--- src/design/sws_pkg.sv ---
package sws_pkg;

    localparam int unsigned VAL_W = 32;
    localparam int unsigned TGT_W = 40;
    localparam int unsigned SUM_W = 41;

    localparam int unsigned Q_DEPTH = 4;
    localparam int unsigned Q_AW    = 2;

    typedef enum logic [1:0] {
        ST_FOUND     = 2'd0,
        ST_NOT_FOUND = 2'd1,
        ST_TOO_LONG  = 2'd2
    } t_status;

    // classification the front attaches to each element
    typedef struct packed {
        logic last;
        logic overflow;
    } t_cls;

endpackage

--- src/design/sws_front.sv ---
module sws_front #(
    parameter int unsigned MAX_LEN = 4096,
    parameter int unsigned AW      = 12,
    parameter int unsigned PW      = 13
) (
    input  logic                   i_clk,
    input  logic                   i_rst_n,
    input  logic                   i_s_tvalid,
    output logic                   o_s_tready,
    input  logic [31:0]            i_s_tdata,
    input  logic                   i_s_tlast,
    input  logic                   i_full,
    output logic                   o_push,
    output logic [31:0]            o_value,
    output sws_pkg::t_cls          o_cls,
    output logic [AW-1:0]          o_idx
);
    import sws_pkg::*;

    // elements taken in the current array, saturating at MAX_LEN
    logic [PW-1:0] r_count;
    logic          ovf;

    assign ovf        = (r_count >= PW'(MAX_LEN));
    assign o_s_tready = !i_full;
    assign o_push     = i_s_tvalid && !i_full;
    assign o_value    = i_s_tdata;
    assign o_cls      = '{last: i_s_tlast, overflow: ovf};
    assign o_idx      = r_count[AW-1:0];

    always_ff @(posedge i_clk) begin
        if (!i_rst_n) begin
            r_count <= '0;
        end else if (o_push) begin
            if (i_s_tlast) begin
                r_count <= '0;
            end else if (!ovf) begin
                r_count <= r_count + 1'b1;
            end
        end
    end

    count_bound: assert property (@(posedge i_clk) disable iff (!i_rst_n)
        r_count <= PW'(MAX_LEN))
        else $error("element count beyond limit");

    count_clears: assert property (@(posedge i_clk) disable iff (!i_rst_n)
        (o_push && i_s_tlast) |=> (r_count == '0))
        else $error("count not cleared after final element");

    count_holds: assert property (@(posedge i_clk) disable iff (!i_rst_n)
        !o_push |=> $stable(r_count))
        else $error("count moved without request");

endmodule

--- config.mk ---
export PLATFORM = sky130hd
export DESIGN_NAME = sws_front
export DESIGN_NICKNAME = d
export VERILOG_FILES = /design/src/design/sws_pkg.sv /design/src/design/sws_front.sv
export SDC_FILE = /design/constraint.sdc
export NUM_CORES = 1
export LEC_CHECK = 0
export BUFFER_PORTS_ARGS = -buffer_cell sky130_fd_sc_hd__buf_4
export CORE_MARGIN = 1.5
export CORE_UTILIZATION = 25
export DETAILED_ROUTE_END_ITERATION = 8
export PLACE_DENSITY_LB_ADDON = 0.15
export SETUP_SLACK_MARGIN = 0.4
export SLEW_MARGIN = 15
export SYNTH_ARGS = -nofsm -noshare
export SYNTH_HDL_FRONTEND = slang
export SYNTH_SLANG_ARGS = --single-unit
export TNS_END_PERCENT = 30
--- constraint.sdc ---
create_clock -name i_clk -period 1.9 [get_ports i_clk]
set_input_delay 0 -clock i_clk [delete_from_list [all_inputs] [get_ports i_clk]]
set_output_delay 0 -clock i_clk [all_outputs]
set_load 0.03 [all_outputs]
==> metrics.csv <==
metric,value,unit
status,"complete, no violations",
die_h,66.40,µm
reg2reg_setup_slack,0.42,ns
worstHoldStart,i_s_tdata[16],
drt_first_pass_iters,4,
placed_area,877.1,µm²
ys_types,29,
end_kind,flop,
setup_violations,0,
syn_nets,162,
cts-root-buf,clkbuf_8,
clock_latency,0.24,ns
cts_sinks,13,
nNetsFinal,144,
synth_edf_count,0,
crit_required,2.07,ns
final_max_slew_viol_count,0,
crit_path_start_kind,flop,
largest_reg_flops,13,
drc,0,
p_leak,0.3688,nW
drive_above_1_share,36.54,%
boundaryPins,85,
preCtsSetupSlack,0.3320,ns
async_flop_share,0,%
syn-cell-area,1005,µm²
rsz0062_at_grt,yes,
synth_top_area_share,34.37,%
synthCells,123,
yosysSeqAreaShare,25.90,%
grt_max_degree,10,
power_density,589.7,nW/µm²
num_vias,699,
yosysMostFrequentCell,buf_4,
finalNonFillerCells,152,
crit_path_start,r_count[1]$_SDFFE_PN0P_,
final_area,974.7,µm²
clk_path_buf_depth,2,
initial_core_util,26.64,%
cp_max_fo,3,
final_util,25.85,%
grt_pass1_vias,679,
cts_max_level,1,
post-route-period-util,78.13,%
dr.first_iter.drc_count,51,
min-delay-path-class,in -> out,
wire_per_inst,12.09,µm
area_growth,-2.989,%
die-area,4408,µm²
rr_worst_depth,5,
cts_tree,done,
top_regs,r_count: 13 flops,
io_buffers,20,
min_path_cells,0,
setup_tns,0,ns
hold_viol,0,
antenna_found_initial,0,
r2r_end,r_count[10]$_SDFFE_PN0P_,
antenna_cells,0,
grt_usage,9.622,%
worst_pin_slew,0.4492,ns
overflow,0,
place_congestion,0.6683,
yosysWarnings,0,
fillers,411,
synth_top_area_cell,buf_4,
die_w,66.40,µm
hpwl,1.383,mm
irDropWorstVdd,0.1955,mV
regMostFlops,r_count,
rows,22,
crit_arrival,1.66,ns
path_class,reg -> reg,
holdPathEnd,o_value[16],
synth_ff_type,dfxtp_1,
relSlewSlack,69.86,%
wirelength,1.838,mm
grt_pass1_wl,3.187,mm
layout_min_cycle_time,1.484,ns
ys_top_cells_by_count,"buf_4 (46), dfxtp_1 (13), nand3_1 (6), nor2_1 (6), a21oi_1 (5)",
fmax,673.7,MHz
synth_seq_cells,13,
yosys-top-cells-area,"buf_4 (34%), dfxtp_1 (26%), nand3_1 (3.0%)",
via_per_inst,4.599,
cts_made_buffers,3,
ant_nets,0,
r2r_start,r_count[1]$_SDFFE_PN0P_,
path_clk_slew,0.06,ns
place_inst,144,
max-cap-violations,0,
finClkSkew,0.006674,ns
postSynthAreaPerCell,8.168,µm²
fin_ws,0.4156,ns
core,3771,µm²
worst max-delay path, stage by stage, from the launching register on:
cell and delay, ns:
dfxtp_4 0.36, ha_4 0.13, nand3_2 0.10, or3_4 0.35, or3_1 0.35, a21oi_1 0.12
through the flow:
stage          hold slack (ns)  power (mW)
2_1_floorplan           0.1098      0.4384
6_report            0.00001320      0.5748
3_5_place_dp         0.0002048      0.3303
5_1_grt             0.00004343      0.6035
4_1_cts              0.0002048      0.5841
3_3_place_gp         0.0002048      0.3306
placed cells by master (no fill, tap or decap), drive strengths merged:
| cell type | n |
|---|---|
| a21boi | 1 |
| clkbuf | 4 |
| a21oi | 5 |
| dfxtp | 13 |
| xor2 | 3 |
| dlygate4sd3 | 1 |
| or3 | 4 |
| nand4 | 3 |
| inv | 5 |
| nor4b | 2 |
| nor2b | 3 |
| and4 | 2 |
| o21ai | 4 |
| xnor2 | 3 |
| nor3 | 2 |
| nand2 | 4 |
| nor4 | 2 |
| o211ai | 1 |
| o21a | 1 |
| nand2b | 2 |
| nor2 | 6 |
| buf | 24 |
| or4 | 1 |
| ha | 2 |
| nand3 | 6 |
cell type report:
class                      instances  area [µm²]  area share [%]
inverter                           5       18.77           1.926
multi-input combinational         57       390.4           40.05
tap                               48       60.06           6.162
clock buffer                       4       45.04           4.621
sequential                        13       270.3           27.73
timing repair buffer              25       190.2           19.51
power by group:
part	switching [mW]	internal (mW)	leakage [nW]
Clock	0.100	0.148	0.0228
Combinational	0.0306	0.0228	0.239
Sequential	0.00125	0.272	0.107
kinds of logic after synthesis:
logic type | Yosys count | share of synthesized area [%]
XOR/XNOR | 6 | 5.231
AO/OA/AOI/OAI | 12 | 6.724
adder cells (fa/ha/maj) | 2 | 2.490
AND/OR/NAND/NOR | 37 | 21.92
flip-flops | 13 | 25.90
buffers and inverters | 53 | 37.73
what timing repair did:
action,in CTS,in global routing
endpoints found under the setup margin,2,4
resized for setup,5,2
hold buffers,1,0
endpoints found under the hold margin,1,0
buffers inserted,3,0
pin swaps,0,1
worst max path at each step:
stage                                           to  cells past startpoint
after global placement    r_count[10]$_SDFFE_PN0P_                      5
after CTS                 r_count[10]$_SDFFE_PN0P_                      4
final                     r_count[10]$_SDFFE_PN0P_                      5
after detailed placement  r_count[10]$_SDFFE_PN0P_                      5
after global routing      r_count[10]$_SDFFE_PN0P_                      5
after floorplan           r_count[10]$_SDFFE_PN0P_                      5
layer usage:
metal,up-vias,routed length (µm),GRT usage [%]
li1,331,-,-
met1,324,693,10.66
met2,27,870,14.50
met3,17,188,3.237
met4,0,86,8.418
met5,-,0,0
(Power assumes the default switching activity.)
