`src/design/sws_pkg.sv`:
```
package sws_pkg;

    localparam int unsigned VAL_W = 32;
    localparam int unsigned TGT_W = 40;
    localparam int unsigned SUM_W = 41;

    localparam int unsigned Q_DEPTH = 4;
    localparam int unsigned Q_AW    = 2;

    typedef enum logic [1:0] {
        ST_FOUND     = 2'd0,
        ST_NOT_FOUND = 2'd1,
        ST_TOO_LONG  = 2'd2
    } t_status;

    // classification the front attaches to each element
    typedef struct packed {
        logic last;
        logic overflow;
    } t_cls;

endpackage

```
`src/design/sws_queue.sv`:
```
module sws_queue #(
    parameter int unsigned DW = 8
) (
    input  logic          i_clk,
    input  logic          i_rst_n,
    input  logic          i_push,
    input  logic [DW-1:0] i_data,
    input  logic          i_pop,
    output logic          o_full,
    output logic          o_valid,
    output logic [DW-1:0] o_data
);
    import sws_pkg::*;

    logic [DW-1:0] r_mem [Q_DEPTH];
    logic [Q_AW-1:0] r_wptr, r_rptr;
    logic [Q_AW:0]   r_cnt;

    logic do_push, do_pop;

    assign o_full  = (r_cnt == (Q_AW+1)'(Q_DEPTH));
    assign o_valid = (r_cnt != '0);
    assign o_data  = r_mem[r_rptr];

    assign do_push = i_push && !o_full;
    assign do_pop  = i_pop && o_valid;

    always_ff @(posedge i_clk) begin
        if (!i_rst_n) begin
            r_wptr <= '0;
            r_rptr <= '0;
            r_cnt  <= '0;
        end else begin
            if (do_push) begin
                r_wptr <= r_wptr + 1'b1;
            end
            if (do_pop) begin
                r_rptr <= r_rptr + 1'b1;
            end
            case ({do_push, do_pop})
                2'b10:   r_cnt <= r_cnt + 1'b1;
                2'b01:   r_cnt <= r_cnt - 1'b1;
                default: r_cnt <= r_cnt;
            endcase
        end
    end

    always_ff @(posedge i_clk) begin
        if (do_push) begin
            r_mem[r_wptr] <= i_data;
        end
    end

    cnt_in_range: assert property (@(posedge i_clk) disable iff (!i_rst_n)
        r_cnt <= (Q_AW+1)'(Q_DEPTH))
        else $error("queue count beyond depth");

    ptr_gap: assert property (@(posedge i_clk) disable iff (!i_rst_n)
        (r_cnt != (Q_AW+1)'(Q_DEPTH)) |-> (Q_AW'(r_wptr - r_rptr) == r_cnt[Q_AW-1:0]))
        else $error("queue pointers disagree with count");

    pop_after_push: assert property (@(posedge i_clk) disable iff (!i_rst_n)
        (r_cnt == '0) |=> (r_cnt == '0) || $past(i_push))
        else $error("queue filled without push");

endmodule

```
`config.mk`:
```
export PLATFORM = sky130hd
export DESIGN_NAME = sws_queue
export DESIGN_NICKNAME = d
export VERILOG_FILES = /design/src/design/sws_pkg.sv /design/src/design/sws_queue.sv
export SDC_FILE = /design/constraint.sdc
export NUM_CORES = 1
export LEC_CHECK = 0
export BUFFER_PORTS_ARGS = -buffer_cell sky130_fd_sc_hd__buf_2
export CAP_MARGIN = 25
export CORE_AREA = 2 2 61 63
export CTS_BUF_LIST = sky130_fd_sc_hd__clkbuf_8
export DETAILED_ROUTE_END_ITERATION = 6
export DIE_AREA = 0 0 63 65
export PLACE_DENSITY = 0.65
export SKIP_CTS_REPAIR_TIMING = 1
export SYNTH_ARGS = -nofsm -noshare
export SYNTH_HDL_FRONTEND = slang
export SYNTH_SLANG_ARGS = --single-unit
```
`constraint.sdc`:
```
create_clock -name i_clk -period 6.35 [get_ports i_clk]
set_input_delay 0.635 -clock i_clk [delete_from_list [all_inputs] [get_ports i_clk]]
set_output_delay 0.635 -clock i_clk [all_outputs]
set_load 0.01 [all_outputs]
```
==> reports/qor.yml <==
status:
  status: "finished, final reports clean"
clocking:
  cts.clk_slew.worst_paths_ps: 70
  cts_made_buffers: 5
  cts.path.max_buffers: 2
  cts_root_buffer: "clkbuf_8"
  cts_tree: "yes"
  clkLatencyLatePin_ps: 290
  clock_sinks: 41
  h-tree-depth: 2
die:
  rows: 22
  core-area_um2: 3496
  initial_core_util_pct: 47.53
  dieArea_um2: 4095
  die_h_um: 65
  dieWidth_um: 63
  ios: 22
layout:
  drive_gt1_share_pct: 36.97
  diodes: 0
  final_util_pct: 54.65
  nets: 136
  fillers: 295
  seqCellArea_um2: 1141
  multi_input_area_um2: 474.2
  area_delta_synth_final_pct: 14.98
  stdcell_count: 167
global_route:
  grt_pass1_vias: 810
  grt_max_degree: 14
  grt_overflow_total: 0
  grt_usage_pct: 13.36
  antenna_found_initial: 0
  grt_pass1_wl_um: 3843
drt:
  vias_per_cell: 4.898
  ant_nets: 0
  drtPass1Iterations: 6
  drtIter0Drc: 10
  drt-total-wl_um: 2329
  drt_drc_violations_left: 0
  vias: 818
  wl_per_cell_um: 13.95
synthesis:
  syn_area_um2: 1662
  yosys_register_bits: 41
  synthTopCellsByArea: "edfxtp_1, dfxtp_1, mux4_2, ha_1, and2_2"
  synthDistinctLibCells: 24
  ys_seq_area_share_pct: 68.67
  syn_inst: 94
  yosys.area.top_type: "edfxtp_1"
  syn_nets: 112
  syn_area_per_cell_um2: 17.68
  yosysWarningCount: 0
  yosys.area.top_type_share_pct: 57.83
hold_path:
  whs_path_depth: 2
  holdCritStartpoint: "r_wptr[0]"
  hold_class: "register to register"
  hold_end: "r_wptr[0]"
placed_design:
  hpwl_um: 1641
  gp_congestion: 0.6732
  place_inst: 159
  io_buffers: 21
  dp_slack_ps: 4061
timing:
  setup_tns_ps: 0
  slew_headroom_pct: 63.70
  hold_viol_final: 0
  finClkSkew_ps: 8.007
  layout_min_cycle_time_ps: 2334
  max_freq_ghz: 0.4284
  layout_setup_ws_ps: 4016
  slew_viol_final: 0
  fin_crit_sh_pct: 36.76
  worstMarginPinSlew_ps: 543.7
  setup_viol: 0
  rsz0062_at_grt: "false"
pwr:
  power.density_nw_per_um2: 382.5
  vdd_drop_max_uv: 181.4
  power.total_w: 0.0007309
  p_leak_nw: 0.6856
critical_path:
  start_kind: "register"
  cp.required_ps: 5710
  end_kind: "output port"
  rrSetupSlack_ps: 4190
  reg2reg_depth: 9
  criticalPathCategory: "register to output port"
  cp.arrival_ps: 1700
  rr_startpoint: "r_cnt[2]"
  r2r-end: "r_cnt[2]"
  cp_max_fo: 8
run:
  cap_violations: 0
## worst max-delay path by stage
stage	slack, ps	endpoint	cells past startpoint
2_1_floorplan	4190	r_cnt[2]	9
3_3_place_gp	4110	r_cnt[2]	9
3_5_place_dp	4060	r_cnt[2]	9
4_1_cts	3960	o_data[3]	2
5_1_grt	3910	o_data[0]	2
6_report	4020	o_data[3]	2
## logic make-up (layout without fill, tap and decap cells)
logic type	count (synthesis)	after routing	share of synthesized area, %
adder cells (fa/ha/maj)	6	6	4.970
AO/OA/AOI/OAI	5	5	2.636
AND/OR/NAND/NOR	18	18	6.778
buffers and inverters	10	35	2.785
multiplexers	10	10	12.05
XOR/XNOR	4	4	2.109
flip-flops	41	41	68.67
## flip-flops by register name (all words and copies together) (netlist names), named ones only
signal  cells
r_cnt       3
r_mem      32
r_rptr      2
r_wptr      2
## critical path, cell delays in order (launching register included)
cell     delay (ps)
dfxtp_1         670
mux4_2          590
buf_2           160
## metrics by stage
stage / hold WS (ps) / instance area [um^2]
2_1_floorplan: 467.7 / 1662
3_3_place_gp: 493.9 / 1803
3_5_place_dp: 505.1 / 1803
4_1_cts: 515.3 / 1911
5_1_grt: 535.1 / 1911
6_report: 508.1 / 1911
## cells in the mapped netlist (all sizes together)
| cell | n |
|---|---|
| dfxtp | 9 |
| edfxtp | 32 |
| nand2 | 5 |
| mux2i | 2 |
| nor2b | 3 |
| inv | 6 |
| xor2 | 1 |
| o311ai | 1 |
| fa | 1 |
| nor3b | 1 |
| buf | 3 |
| a21boi | 1 |
| and2 | 7 |
| mux4 | 8 |
| ha | 5 |
| xnor2 | 3 |
| clkbuf | 1 |
| o31a | 1 |
| o21ai | 2 |
| or3 | 2 |
## layout make-up
cell class                      count  share of cell area, %
Clock buffer                        5                  3.602
Clock inverter                      3                  2.030
Inverter                            6                  1.179
Multi-Input combinational cell     43                  24.82
Sequential cell                    41                  59.72
Tap cell                           48                  3.143
Timing Repair Buffer               21                  5.501
## report_power, final
group	total [W]	leakage, nW	internal [W]	switching (W)
sequential	0.000364	0.367	0.000327	0.0000365
combinational	0.000171	0.259	0.0000957	0.0000755
clock	0.000196	0.0593	0.000115	0.0000808
total	0.000731	0.686	0.000538	0.000193
## metal layers
layer / vias to the layer above / share of wire [%] / track usage (%)
met4: 0 / 2.1 / 6.667
li1: 392 / - / -
met5: - / 0 / 0
met3: 5 / 5.5 / 5.903
met2: 20 / 50 / 21.28
met1: 401 / 42 / 15.38
## cell usage in the layout, fill, tap and decap left out
cell type	instances
a21boi_0	1
and2_1	3
and2_2	4
buf_2	21
bufinv_16	1
clkbuf_8	5
clkinv_2	1
dfxtp_1	9
edfxtp_1	32
fa_1	1
ha_1	5
inv_1	7
mux2i_1	2
mux4_2	8
nand2_1	5
nor2b_1	3
nor3b_2	1
o21ai_0	2
o311ai_2	1
o31a_2	1
or3_1	1
or3_2	1
xnor2_1	3
xor2_1	1
Power figures use the tool's default switching activity.
